--- config.mk ---
export PLATFORM = sky130hd
export DESIGN_NAME = rotating_circular_queue_unit_flat
export DESIGN_NICKNAME = d
export VERILOG_FILES = /design/src/hdl/rcq_pkg.sv /design/src/hdl/rcq_chan_if.sv /design/src/hdl/rotating_circular_queue_unit.sv /design/src/flat_wrapper.sv
export SDC_FILE = /design/constraint.sdc
export NUM_CORES = 1
export LEC_CHECK = 0
export ABC_AREA = 1
export BUFFER_PORTS_ARGS = -buffer_cell sky130_fd_sc_hd__clkbuf_2
export CORE_MARGIN = 5
export CORE_UTILIZATION = 62
export CTS_CLUSTER_SIZE = 8
export DETAILED_ROUTE_END_ITERATION = 7
export GPL_ROUTABILITY_DRIVEN = 0
export PLACE_DENSITY_LB_ADDON = 0.1
export SETUP_SLACK_MARGIN = 0.02
export SYNTH_ARGS = -nofsm -noshare
export SYNTH_HDL_FRONTEND = slang
export SYNTH_SLANG_ARGS = --single-unit
--- constraint.sdc ---
create_clock -name clock -period 6.2 [get_ports clock]
set_input_delay 0.62 -clock clock [delete_from_list [all_inputs] [get_ports clock]]
set_output_delay 0.62 -clock clock [all_outputs]
set_load 0.02 [all_outputs]
--- src/hdl/rcq_pkg.sv ---
// shared types, sizes and helpers for the rotating circular queue
package rcq_pkg;

   localparam int DEPTH       = 16;
   localparam int VALUE_WIDTH = 32;
   localparam int IDX_W       = $clog2(DEPTH);
   localparam int CNT_W       = $clog2(DEPTH + 1);
   localparam int AMT_W       = 8;

   typedef enum logic [1:0] {
      OP_PUSH   = 2'd0,
      OP_POP    = 2'd1,
      OP_ROTATE = 2'd2,
      OP_NOP    = 2'd3
   } func_type;

   typedef enum logic [1:0] {
      ERR_OK    = 2'd0,
      ERR_FULL  = 2'd1,
      ERR_EMPTY = 2'd2,
      ERR_ZERO  = 2'd3
   } err_type;

   typedef logic [IDX_W-1:0]       idx_type;
   typedef logic [CNT_W-1:0]       cnt_type;
   typedef logic [VALUE_WIDTH-1:0] value_type;

   // base plus offset around the ring, offset never above DEPTH
   function automatic idx_type ring_add(input idx_type base, input cnt_type ofs);
      logic [CNT_W:0] sum;
      sum = (CNT_W + 1)'(base) + (CNT_W + 1)'(ofs);
      if (sum >= (CNT_W + 1)'(DEPTH)) begin
         sum = sum - (CNT_W + 1)'(DEPTH);
      end
      return sum[IDX_W-1:0];
   endfunction

endpackage

--- src/hdl/rcq_chan_if.sv ---
// request and response channel interfaces of the rotating circular queue
interface rcq_req_if;
   logic                                      valid;
   logic                                      ready;
   rcq_pkg::func_type                         func;
   logic signed [rcq_pkg::VALUE_WIDTH-1:0]    push_value;
   logic        [rcq_pkg::AMT_W-1:0]          rotate_amount;

   modport source (output valid, func, push_value, rotate_amount, input ready);
   modport sink   (input valid, func, push_value, rotate_amount, output ready);
endinterface

interface rcq_rsp_if;
   logic                                      valid;
   logic                                      ready;
   logic signed [rcq_pkg::VALUE_WIDTH-1:0]    current_value;
   logic        [rcq_pkg::CNT_W-1:0]          queue_size;
   logic                                      is_empty;
   rcq_pkg::err_type                          error_code;

   modport source (output valid, current_value, queue_size, is_empty, error_code,
                   input ready);
   modport sink   (input valid, current_value, queue_size, is_empty, error_code,
                   output ready);
endinterface

--- src/hdl/rotating_circular_queue_unit.sv ---
// top level of the rotating circular queue: ring store, control and response register
//
//   channel   dir   payload                                    word accepted when
//   req_chan  in    func, push_value, rotate_amount            valid && ready
//   rsp_chan  out   current_value, queue_size, is_empty,       valid && ready
//                   error_code
//
// push, pop, no-op and every flagged request load their response in the accept
// cycle; a rotate by k on a non-empty queue is paced by the single read port of
// the ring store: the accept cycle reads the front, then each cycle moves one
// word behind the tail and, for all but the k-th word, reads the next front
// one request is in flight at a time; a new word is taken while the previous
// response still sits in the output register as long as that register frees up
// synchronous active-high reset empties the queue; the store itself is not cleared
module rotating_circular_queue_unit (
   input logic       clock,
   input logic       reset,
   rcq_req_if.sink   req_chan,
   rcq_rsp_if.source rsp_chan
);
   import rcq_pkg::*;

   typedef enum logic {
      S_IDLE,
      S_ROT
   } state_type;

   // control state
   state_type          state_ff, state_in;
   idx_type            head_ff, head_in;
   cnt_type            count_ff, count_in;
   logic [AMT_W-1:0]   steps_ff, steps_in;
   value_type          tail_ff, tail_in;

   // response register
   logic               rsp_valid_ff, rsp_valid_in;
   value_type          rsp_value_ff, rsp_value_in;
   cnt_type            rsp_size_ff, rsp_size_in;
   err_type            rsp_err_ff, rsp_err_in;
   logic               rsp_load;

   // ring store, one write and one read port, registered read data
   value_type          item_store_ff [DEPTH];
   value_type          mem_rd_ff;
   logic               fwd_ff;
   value_type          fwd_data_ff;
   logic               mem_we, mem_re;
   idx_type            mem_waddr, mem_raddr;
   value_type          mem_wdata;

   logic               accept;
   idx_type            wr_pos, next_head;
   value_type          rd_data;

   assign accept    = req_chan.valid && req_chan.ready;
   assign wr_pos    = ring_add(head_ff, count_ff);
   assign next_head = ring_add(head_ff, CNT_W'(1));
   // a read that hit the entry written in the same cycle takes the written word
   assign rd_data   = fwd_ff ? fwd_data_ff : mem_rd_ff;

   assign req_chan.ready = (state_ff == S_IDLE) && (!rsp_valid_ff || rsp_chan.ready);

   always_comb begin
      state_in     = state_ff;
      head_in      = head_ff;
      count_in     = count_ff;
      steps_in     = steps_ff;
      tail_in      = tail_ff;
      mem_we       = 1'b0;
      mem_re       = 1'b0;
      mem_waddr    = wr_pos;
      mem_raddr    = head_ff;
      mem_wdata    = rd_data;
      rsp_load     = 1'b0;
      rsp_value_in = (count_ff == '0) ? '0 : tail_ff;
      rsp_size_in  = count_ff;
      rsp_err_in   = ERR_OK;

      unique case (state_ff)
         S_IDLE: begin
            if (accept) begin
               unique case (req_chan.func)
                  OP_PUSH: begin
                     rsp_load = 1'b1;
                     if (count_ff == CNT_W'(DEPTH)) begin
                        rsp_err_in = ERR_FULL;
                     end else begin
                        mem_we       = 1'b1;
                        mem_wdata    = req_chan.push_value;
                        tail_in      = req_chan.push_value;
                        count_in     = count_ff + CNT_W'(1);
                        rsp_value_in = req_chan.push_value;
                        rsp_size_in  = count_ff + CNT_W'(1);
                     end
                  end
                  OP_POP: begin
                     rsp_load = 1'b1;
                     if (count_ff == '0) begin
                        rsp_err_in = ERR_EMPTY;
                     end else begin
                        count_in    = count_ff - CNT_W'(1);
                        rsp_size_in = count_ff - CNT_W'(1);
                        // popping the last word leaves the ring empty at slot zero
                        if (count_ff == CNT_W'(1)) begin
                           head_in      = '0;
                           rsp_value_in = '0;
                        end else begin
                           head_in = next_head;
                        end
                     end
                  end
                  OP_ROTATE: begin
                     if (count_ff == '0) begin
                        rsp_load   = 1'b1;
                        rsp_err_in = ERR_EMPTY;
                     end else if (req_chan.rotate_amount == '0) begin
                        rsp_load   = 1'b1;
                        rsp_err_in = ERR_ZERO;
                     end else begin
                        // fetch the front word, the walk starts next cycle
                        mem_re    = 1'b1;
                        mem_raddr = head_ff;
                        steps_in  = req_chan.rotate_amount;
                        state_in  = S_ROT;
                     end
                  end
                  OP_NOP: begin
                     rsp_load = 1'b1;
                  end
                  default: begin
                     rsp_load = 1'b1;
                  end
               endcase
            end
         end
         S_ROT: begin
            // move the fetched front word behind the tail
            mem_we    = 1'b1;
            mem_waddr = wr_pos;
            mem_wdata = rd_data;
            tail_in   = rd_data;
            head_in   = next_head;
            steps_in  = steps_ff - AMT_W'(1);
            if (steps_ff != AMT_W'(1)) begin
               mem_re    = 1'b1;
               mem_raddr = next_head;
            end else begin
               state_in     = S_IDLE;
               rsp_load     = 1'b1;
               rsp_value_in = rd_data;
               rsp_size_in  = count_ff;
            end
         end
         default: begin
            state_in = S_IDLE;
         end
      endcase

      if (rsp_load) begin
         rsp_valid_in = 1'b1;
      end else if (rsp_chan.ready) begin
         rsp_valid_in = 1'b0;
      end else begin
         rsp_valid_in = rsp_valid_ff;
      end
   end

   always_ff @(posedge clock) begin
      if (reset) begin
         state_ff     <= S_IDLE;
         head_ff      <= '0;
         count_ff     <= '0;
         steps_ff     <= '0;
         rsp_valid_ff <= 1'b0;
         fwd_ff       <= 1'b0;
      end else begin
         state_ff     <= state_in;
         head_ff      <= head_in;
         count_ff     <= count_in;
         steps_ff     <= steps_in;
         rsp_valid_ff <= rsp_valid_in;
         fwd_ff       <= mem_we && mem_re && (mem_waddr == mem_raddr);
      end
   end

   // payload registers
   always_ff @(posedge clock) begin
      tail_ff     <= tail_in;
      fwd_data_ff <= mem_wdata;
      if (rsp_load) begin
         rsp_value_ff <= rsp_value_in;
         rsp_size_ff  <= rsp_size_in;
         rsp_err_ff   <= rsp_err_in;
      end
   end

   // ring store
   always_ff @(posedge clock) begin
      if (mem_we) begin
         item_store_ff[mem_waddr] <= mem_wdata;
      end
      if (mem_re) begin
         mem_rd_ff <= item_store_ff[mem_raddr];
      end
   end

   assign rsp_chan.valid         = rsp_valid_ff;
   assign rsp_chan.current_value = rsp_value_ff;
   assign rsp_chan.queue_size    = rsp_size_ff;
   assign rsp_chan.is_empty      = (rsp_size_ff == '0);
   assign rsp_chan.error_code    = rsp_err_ff;

endmodule

--- src/flat_wrapper.sv ---
// flat-port wrapper written by rule: the top's interface ports become plain ports
module rotating_circular_queue_unit_flat import rcq_pkg::*;
  (clock, reset, req_chan_valid, req_chan_func, req_chan_push_value, req_chan_rotate_amount, req_chan_ready, rsp_chan_valid, rsp_chan_current_value, rsp_chan_queue_size, rsp_chan_is_empty, rsp_chan_error_code, rsp_chan_ready);
  rcq_req_if req_chan_i ();
  rcq_rsp_if rsp_chan_i ();
  input logic clock;
  input logic reset;
  input wire logic [$bits(req_chan_i.valid)-1:0] req_chan_valid;
  input wire logic [$bits(req_chan_i.func)-1:0] req_chan_func;
  input wire logic [$bits(req_chan_i.push_value)-1:0] req_chan_push_value;
  input wire logic [$bits(req_chan_i.rotate_amount)-1:0] req_chan_rotate_amount;
  output wire logic [$bits(req_chan_i.ready)-1:0] req_chan_ready;
  output wire logic [$bits(rsp_chan_i.valid)-1:0] rsp_chan_valid;
  output wire logic [$bits(rsp_chan_i.current_value)-1:0] rsp_chan_current_value;
  output wire logic [$bits(rsp_chan_i.queue_size)-1:0] rsp_chan_queue_size;
  output wire logic [$bits(rsp_chan_i.is_empty)-1:0] rsp_chan_is_empty;
  output wire logic [$bits(rsp_chan_i.error_code)-1:0] rsp_chan_error_code;
  input wire logic [$bits(rsp_chan_i.ready)-1:0] rsp_chan_ready;
  assign req_chan_i.valid = req_chan_valid;
  assign req_chan_i.func = req_chan_func;
  assign req_chan_i.push_value = req_chan_push_value;
  assign req_chan_i.rotate_amount = req_chan_rotate_amount;
  assign req_chan_ready = req_chan_i.ready;
  assign rsp_chan_valid = rsp_chan_i.valid;
  assign rsp_chan_current_value = rsp_chan_i.current_value;
  assign rsp_chan_queue_size = rsp_chan_i.queue_size;
  assign rsp_chan_is_empty = rsp_chan_i.is_empty;
  assign rsp_chan_error_code = rsp_chan_i.error_code;
  assign rsp_chan_i.ready = rsp_chan_ready;
  rotating_circular_queue_unit u_core (.clock(clock), .reset(reset), .req_chan(req_chan_i), .rsp_chan(rsp_chan_i));
endmodule
# Yosys cells after proc, flatten, opt, wreduce, memory -nomap -nowiden
# Memories as Yosys holds them, arrays and structs flattened. A register that Yosys moved wholly into a read port is not among the register bits.
# Cells that the tools add are included.
[op_classes] addsub=7 n_lt_le_gt_ge=2 n_eq_ne=14 n_mux=61 n_bitwise=2 reduce_logical=16
[ops] op="2-to-1 mux 32 bit" n=13
[ops] op="one-hot mux 32 bit (2 select lines)" n=4
[ops] op="2-to-1 mux 8 bit" n=4
[ops] op="2-to-1 mux 4 bit" n=7
[ops] op="one-hot mux 5 bit (2 select lines)" n=2
[ops] op="2-to-1 mux 1 bit" n=17
[ops] op="one-hot mux 4 bit (2 select lines)" n=2
[ops] op="one-hot mux 8 bit (2 select lines)" n=1
[ops] op="2-to-1 mux 5 bit" n=3
[ops] op="!= test 2 bit, second input constant" n=6
[ops] op="zero test 5 bit" n=2
[ops] op="zero test 8 bit" n=1
[ops] op="!= test 8 x 1 -> 1 bit, second input constant" n=1
[ops] op="one-hot mux 1 bit (2 select lines)" n=4
[ops] op="subtractor 4 x 1 -> 4 bit, second input constant" n=2
[ops] op="subtractor 8 x 1 -> 8 bit, second input constant" n=1
[ops] op="adder 4 x 5 -> 6 bit" n=1
[ops] op=">= comparator 6 x 5 -> 1 bit, second input constant" n=1
[ops] op="2-to-1 mux 2 bit" n=3
[ops] op="one-hot mux 2 bit (3 select lines)" n=1
[ops] op="AND reduction 3 bit" n=2
[ops] op="adder 4 x 1 -> 5 bit, second input constant" n=1
[ops] op="adder 5 x 1 -> 5 bit, second input constant" n=1
[ops] op="equality test 5 x 1 -> 1 bit, second input constant" n=1
[ops] op="other kinds (16)" n=21
[totals] regBits=123 mem_bits_rw=512 in_bits=46 out_inout_bits=42 elab_cells=114 mem_count=1
[memory_table] name="u_core.item_store_ff" depth=16 word_bits=32 read_ports=1 rd_clocked_by_memory_dff=1 wr=1 line_no="rotating_circular_queue_unit.sv:43" text="value_type item_store_ff [DEPTH];"

# Depth between registers and ports, before layout
# Gate-level depths: netlist (run 1).
[logic_depth] depth_word=8 depth_mapped=14 depth_no_buf=12

# Least setup slack after synthesis (run 1)
# No wires, ideal clock.
[synth_timing] path_kind="in2reg" start="in req_chan_valid" end="mem u_core.item_store_ff[10][0] (netlist name) (enable)" setup_ps=421 arrival_time_ps=4661 required_time_ps=5779 path_slack_ps=1118 stages=6 n_path_buf=0 cell_sequence="inv_1 nor3_1 inv_1 o21ai_1 nand3_1 nor2_1"
[synth_between] elab_chain_cells=5
[synth_rtl] item="start: declaration" line_no="flat_wrapper.sv:8" text="input wire logic [$bits(req_chan_i.valid)-1:0] req_chan_valid;"
[synth_rtl] item="logical AND 1 bit" line_no="rotating_circular_queue_unit.sv:55" text="assign accept = req_chan.valid && req_chan.ready;"
[synth_rtl] item="2-to-1 mux 1 bit" line_no="rotating_circular_queue_unit.sv:81" text="if (accept) begin"
[synth_rtl] item="one-hot mux 1 bit (2 select lines)" line_no="rotating_circular_queue_unit.sv:79" text="unique case (state_ff)"
[synth_rtl] item="2-to-1 mux 1 bit" line_no="rotating_circular_queue_unit.sv:199" text="if (mem_we) begin"
[synth_rtl] item="2-to-1 mux 1 bit (not written as such)" line_no="rotating_circular_queue_unit.sv:200" text="item_store_ff[mem_waddr] <= mem_wdata;"
[synth_rtl] item="end: declaration" line_no="rotating_circular_queue_unit.sv:43"
# Every way passes these cells.

# Final worst setup path (run 1)
[layout_timing] start="reg u_core.state_ff" end="mem u_core.item_store_ff[5][17] (netlist name) (enable)"
[layout_between] elab_chain_cells=7
[layout_rtl] item="start: declaration" line_no="rotating_circular_queue_unit.sv:29" text="state_type state_ff, state_in;"
[layout_rtl] item="start signal: assignment" line_no="rotating_circular_queue_unit.sv:177" text="state_ff <= state_in;"
[layout_rtl] item="NOT 1 bit" line_no="rotating_circular_queue_unit.sv:61, rotating_circular_queue_unit.sv:79"
[layout_rtl] item="logical AND 1 bit" line_no="rotating_circular_queue_unit.sv:61" text="assign req_chan.ready = (state_ff == S_IDLE) && (!rsp_valid_ff || rsp_chan.ready);"
[layout_rtl] item="logical AND 1 bit" line_no="rotating_circular_queue_unit.sv:55"
[layout_rtl] item="2-to-1 mux 1 bit" line_no="rotating_circular_queue_unit.sv:81"
[layout_rtl] item="one-hot mux 1 bit (2 select lines) (*)" line_no="rotating_circular_queue_unit.sv:79"
[layout_rtl] item="2-to-1 mux 1 bit (*)" line_no="rotating_circular_queue_unit.sv:199"
[layout_rtl] item="2-to-1 mux 1 bit (not written as such) (*)" line_no="rotating_circular_queue_unit.sv:200"
# Mark *: on every way between the ends. The rest lies on a longest branch, timed or not.

==> summary.txt, run 1 <==
Worst setup path
  • CP Capture Type: register
  • R2R Setup Slk: 2200 ps
  • CP Class: reg2reg
  • Startpoint Class: register
  • Worst EP required: approximately 6400 ps
  • Crit-path cells: nor3_1 -> inv_1 -> o21ai_4 -> buf_4 -> nand3_1 -> nor2_4
  • Max incr delay on CP: 1080 ps
  • Max FO, Critical Path: 37
  • Worst Path Arrival: approximately 4200 ps
  • CP max-delay cell: nor2_4

Status
  • Outcome: complete, no violations

Routing
  • Via density: 5.86
  • DRC Markers: 0
  • DR iter-0 viols: approximately 2300
  • Final WL: 74.1 mm
  • DRT Pass-1 Iters: 7
  • Via count: ~21000
  • Wire per inst: ~21 µm
  • Routed Antenna Nets: 0

STA
  • Clk_skew: approximately 15 ps
  • Period utilization: 0.646
  • Final hold vios: 0
  • Max-slew violation count: 0
  • # setup viols final: 0
  • RSZ-0062 raised after global routing: no
  • Setup tns final: 0 ps
  • Rel. slew slack: 0.154
  • Tmin final: 4000 ps
  • Worst-Margin Slew: ~1300 ps
  • Fmax: about 0.25 GHz

Cells and area
  • Layout cells sized above 1: 0.0986
  • Net count, final: 2959
  • Util after Layout: 0.708
  • Diodes inserted: 0
  • Synth-to-Final Area Change: 12.7%
  • Fillcell total: 3293

Clocking
  • Clock transition at path regs: 50 ps
  • Clk root buf: clkbuf_16
  • CTS HTree Levels: 3
  • Total CTS buffers: 93
  • # Post-CTS Setup Buffers: 0
  • Number of cells upsized or downsized after cts: 0
  • Clock net sink count: 667
  • CTS Hold Bufs: 0
  • Clock Latency Late Sink: 620 ps
  • Clock Tree Buf Depth: 3
  • CTS tree: done

GRT
  • Gr ovfl total: 0
  • Total track usage: 0.287
  • Largest net degree at the start of global routing: 130
  • Antenna violations before repair: 1
  • Vias in the first global route: roughly 20000
  • First-pass GRT wire length: 114 mm

Worst hold path
  • Hold crit path type: in2reg

Logic synthesis
  • Area leader, netlist: edfxtp_1
  • Post-synthesis cell count: 2817
  • Syn Nets: roughly 2900
  • Synth top area share: 0.632
  • Synth unique cells: 35
  • Ys Warns: 0
  • Post-synth ARST share: 0
  • Mapped Avg Cell Area: 10.4 µm²
  • #FFs+latches synth: about 670
  • Post-synthesis sequential area ratio: 0.667
  • Top_reg_cell synth: edfxtp_1
  • Synthesized area: 29200 µm²
  • EDFF count, synth: ~620
  • Main area contributors after synthesis: edfxtp_1 63%, nand3_1 11%, inv_1 7.6%, nand2_1 6.7%, dfxtp_1 3.6%

Floorplan
  • Die span in x: about 230 µm
  • Core Region: 46600 µm²
  • Chip Height: 227 µm
  • Io pins: ~90
  • Die area: 51600 µm²
  • Rows: 79
  • Initial core utilization: 0.628

Power and ir drop
  • Leakage: ~14 nW
  • VDD IR max: 244 µV
  • PD cells: 321 nW/µm²

Placed design
  • Port bufs: 87
  • HPWL Detailed: ~42 mm

Flow run
  • Max_cap viols: 0
[routing by layer]
layer | vias up | share of wire | track usage
li1 | 9481 | - | -
met1 | 9859 | 0.41 | 0.417
met2 | 1219 | 0.46 | 0.449
met3 | 174 | 0.11 | 0.0587
met4 | 0 | 0.025 | 0.0864
met5 | - | 0 | 0
[area by class of cell]
| cell class | instances | area, µm² | share of cell area |
|---|---|---|---|
| inverters | 591 | 2220 | 0.0673 |
| clock buffers | 120 | 2510 | 0.0763 |
| well taps | 607 | 759 | 0.0230 |
| clock inverters | 4 | 45.0 | 0.00137 |
| repair buffers | 137 | 848 | 0.0257 |
| flip-flops and latches | 667 | 19500 | 0.592 |
| multi-input cells | 1412 | 7060 | 0.214 |
[Yosys cell counts, drive strengths merged, types with 14 or more instances]
master    n
buf     104
nor2     54
o21ai    66
mux2i    32
dfxtp    52
nand2   529
clkbuf   43
nand3   630
o221ai   35
inv     590
or2      14
edfxtp  615
[registers in the layout (all words and copies together) (netlist names)]
signal                         flops
u_core.count_ff                    5
u_core.head_ff                     4
u_core.mem_rd_ff                  32
u_core.steps_ff                    8
u_core.fwd_data_ff                32
u_core.rsp_chan.queue_size         5
u_core.rsp_chan.valid              1
u_core.rsp_chan.error_code         2
u_core.state_ff                    1
u_core.rsp_chan.current_value     32
u_core.item_store_ff             512
u_core.fwd_ff                      1
u_core.tail_ff                    32
[report_power, final]
group	switching, mW	internal [mW]
sequential	0.0360	5.09
combinational	0.684	0.245
clock	1.76	2.78
[cells by family (layout without fill, tap and decap cells)]
| logic type | Yosys count | after routing | share of synthesized area |
|---|---|---|---|
| compound gates | 125 | 125 | 0.0273 |
| xor+xnor | 9 | 9 | 0.00270 |
| fa+ha+maj | 11 | 11 | 0.00496 |
| buf+inv | 738 | 852 | 0.0991 |
| flops | 667 | 667 | 0.667 |
| mux | 32 | 32 | 0.0110 |
| simple gates | 1235 | 1235 | 0.188 |
[final timing paths]
kind | cells after the start | end | startpoint
worst max-delay path | 6 | u_core.item_store_ff[5][17]$_DFFE_PP_ | u_core.state_ff$_SDFF_PP0_
worst min-delay path | 3 | u_core.steps_ff[1]$_SDFFE_PP0P_ | req_chan_rotate_amount[1]
worst max register to register | 6 | u_core.item_store_ff[5][17]$_DFFE_PP_ | u_core.state_ff$_SDFF_PP0_
worst min register to register | 2 | u_core.steps_ff[5]$_SDFFE_PP0P_ | u_core.steps_ff[5]$_SDFFE_PP0P_
[placed cells by master, fill, tap and decap left out, types with 35 or more instances in the layout]
cell and n:
nor2_1 36, nand3_1 628, clkbuf_16 97, nand2_1 522, inv_1 589, dfxtp_1 51
clkbuf_2 87, edfxtp_1 615, o21ai_0 58, o221ai_1 35, buf_4 47
[worst max-delay path: cells and delay by family (launching register included)]
kind / cells / cell delay [ps]
AND/OR/NAND/NOR: 3 / 2100
AO/OA/AOI/OAI: 1 / 170
buffers and inverters: 2 / 760
flip-flops: 1 / 520
[stage by stage]
step	power [mW]	instance area, µm²	instances	worst slack [ps]	hold WS (ps)
floorplan	5.78	29200	2817	1120	455
global placement	6.10	30400	3414	2190	478
detailed placement	6.12	30400	3414	2160	486
CTS	10.6	33000	3538	2260	256
global route	10.9	33000	3538	2000	286
finish	10.6	33000	3538	2200	281
(Power assumes the default switching activity.)
==> run 2: changes to the inputs <==
==> constraint.sdc (replaced) <==
create_clock -name clock -period 3.8 [get_ports clock]
set_input_delay 0.38 -clock clock [delete_from_list [all_inputs] [get_ports clock]]
set_output_delay 0.38 -clock clock [all_outputs]
set_load 0.02 [all_outputs]
==> run 2 against run 1 <==
The run now ends with design-rule violations left; global-route usage up 2.4 points; core utilization up 1.4 points; clock-buffer cell count up 26; non-clock buffer count up 42; highest routed layer unchanged.
==> summary.txt, run 2 (synthesis results as in run 1) <==
Status
  • Outcome: finished, violations left
  • Failing checks: design-rule violations

Power and ir drop
  • Net Switching: 4.25 mW
  • Sw frac: 0.242
  • Total power: between 15 and 20 mW
  • VDD IR max: between 400 and 500 µV
  • Clock power share: 0.434
  • Sequential fraction of design power: 0.477
  • Internal Pwr Total: 13.3 mW
  • Leakage: 14.3 nW
  • PD cells: 522 nW/µm²
  • Combinational Power Share: 0.089

Routing
  • Final WL: 80.0 mm
  • DR iter-0 viols: 2969
  • DRT Pass-1 Iters: 8
  • Met3 wire length: about 10 mm
  • Metal2 WL: approximately 36 mm
  • Wl on met1: 30.8 mm
  • DR top layer: met4
  • Via count: 21256
  • DRC Markers: 1
  • Routed Antenna Nets: 0
  • Wire per inst: approximately 22 µm
  • Via density: ~6

Worst setup path
  • Crit. Startpoint: u_core.state_ff$_SDFF_PP0_
  • Max FO, Critical Path: 15
  • CP Buf/Inv Count: 2
  • Startpoint Class: register
  • Reg-to-Reg Start: u_core.state_ff$_SDFF_PP0_
  • Crit-path cells: nor3_1 -> inv_1 -> o21ai_4 -> nand3_1 -> nor2_4 -> buf_4
  • Worst Path Arrival: 3500 ps
  • Max incr delay on CP: about 570 ps
  • CP Class: reg2reg
  • CP max-delay cell: nor3_1
  • CP top delay family: simple AND/OR/NAND/NOR gates
  • Worst EP required: 4140 ps
  • CP Capture Type: register
  • Worst R2R Path Depth: 6
  • CP Depth: 6

Placed design
  • Port bufs: 87
  • HPWL Detailed: 43.3 mm
  • Pre-CTS WS: 752 ps

STA
  • Rel. slew slack: 0.0720
  • Period utilization: 0.832
  • Fmax: 0.316 GHz
  • # setup viols final: 0
  • Worst-Margin Slew: 1390 ps
  • Clk_skew: 28.6 ps
  • Tmin final: 3160 ps
  • Final worst slack: around 640 ps
  • RSZ-0062 raised after global routing: no
  • Max-slew violation count: 0
  • Final hold vios: 0

Floorplan
  • Rows: between 70 and 80
  • Core Region: 46600 µm²
  • Io pins: 88
  • Die span in x: roughly 230 µm
  • Initial core utilization: 0.628
  • Die area: 51600 µm²
  • Chip Height: between 200 and 250 µm

Clocking
  • Total CTS buffers: 93
  • Clock transition at path regs: 50 ps
  • Clock Latency Late Sink: 650 ps
  • CTS HTree Levels: 3
  • Clock net sink count: 667
  • CTS tree: done
  • Clock Tree Buf Depth: 3
  • Clk root buf: clkbuf_16

Cells and area
  • Net count, final: 3001
  • Largest register by flop count: u_core.item_store_ff
  • Commonest non-fill, non-tap cell in the layout: nand3_1
  • Synth-to-Final Area Change: 15.0%
  • Diodes inserted: 0
  • Layout cells sized above 1: 0.109
  • Largest register FFs: about 510
  • Most frequent cells in the layout: 628 x nand3_1, 615 x edfxtp_1, 589 x inv_1

GRT
  • Largest net degree at the start of global routing: 102
  • First-pass GRT wire length: around 120 mm
  • Antenna violations before repair: 5
  • Gr ovfl total: 0
  • Total track usage: 0.311
  • Vias in the first global route: 20386

Worst hold path
  • Hold crit path type: in2reg
  • Hold_sp: req_chan_push_value[15]
  • Hold Path Stages: 3

Flow run
  • Max_cap viols: 0
## run 2: changes by cell type in the layout (fill, tap and decap cells not counted), moves of 2 or more
cell,change
buf_12,+18
clkinv_16,+2
o21ai_2,-2
buf_4,+23
inv_16,+3
clkbuf_1,+30
clkbuf_16,-4
## run 2: worst register-to-register path, cell delays in order (launching register included)
cell and delay, ps:
dfxtp_1 540, nor3_1 570, inv_1 280, o21ai_4 270
nand3_1 350, nor2_4 570, buf_4 280
## run 2: worst paths after layout
| kind | slack (ps) | endpoint |
|---|---|---|
| worst max-delay path | 640 | u_core.item_store_ff[8][6]$_DFFE_PP_ |
| worst min-delay path | 40 | u_core.tail_ff[15]$_DFFE_PP_ |
| worst max register to register | 640 | u_core.item_store_ff[8][6]$_DFFE_PP_ |
| worst min register to register | 490 | u_core.steps_ff[5]$_SDFFE_PP0P_ |
## run 2: power by group through the flow
| stage | Sequential [mW] | Combinational, mW | Clock, mW |
|---|---|---|---|
| global route | 8.37 | 1.69 | 8.05 |
| detailed placement | 8.50 | 1.52 | 0 |
| finish | 8.36 | 1.56 | 7.61 |
| floorplan | 8.55 | 0.879 | 0 |
| CTS | 8.36 | 1.53 | 7.68 |
| global placement | 8.49 | 1.49 | 0 |
## run 2: timing repair
item	CTS	global route
setup buffers	0	0
setup endpoints to repair	0	0
hold buffers	1	0
endpoints found under the hold margin	1	0
resized for setup	0	0
## run 2: metal layers
layer,global-route usage,vias to the layer above
met5,0,-
met4,0.106,0
met3,0.0720,221
met2,0.483,1388
met1,0.443,10060
li1,-,9587
## run 2: cell type report
cell class | instances | area (µm²)
tap | 607 | 759
timing repair buffer | 179 | 1390
clock buffer | 146 | 2530
inverter | 591 | 2220
fill | 3224 | 12900
multi-input combinational | 1412 | 7060
clock inverter | 8 | 156
sequential | 667 | 19500
## run 2: stage by stage
stage	instances	utilization	instance area (µm²)	TNS, ps	hold WS [ps]
after floorplan	2817	-	29200	-172470	449
after global placement	3455	0.664	30900	0	482
after detailed placement	3455	0.664	30900	0	485
after CTS	3610	0.722	33600	0	4.31
after global routing	3610	0.722	33600	0	30.1
final	3610	0.722	33600	0	38.8
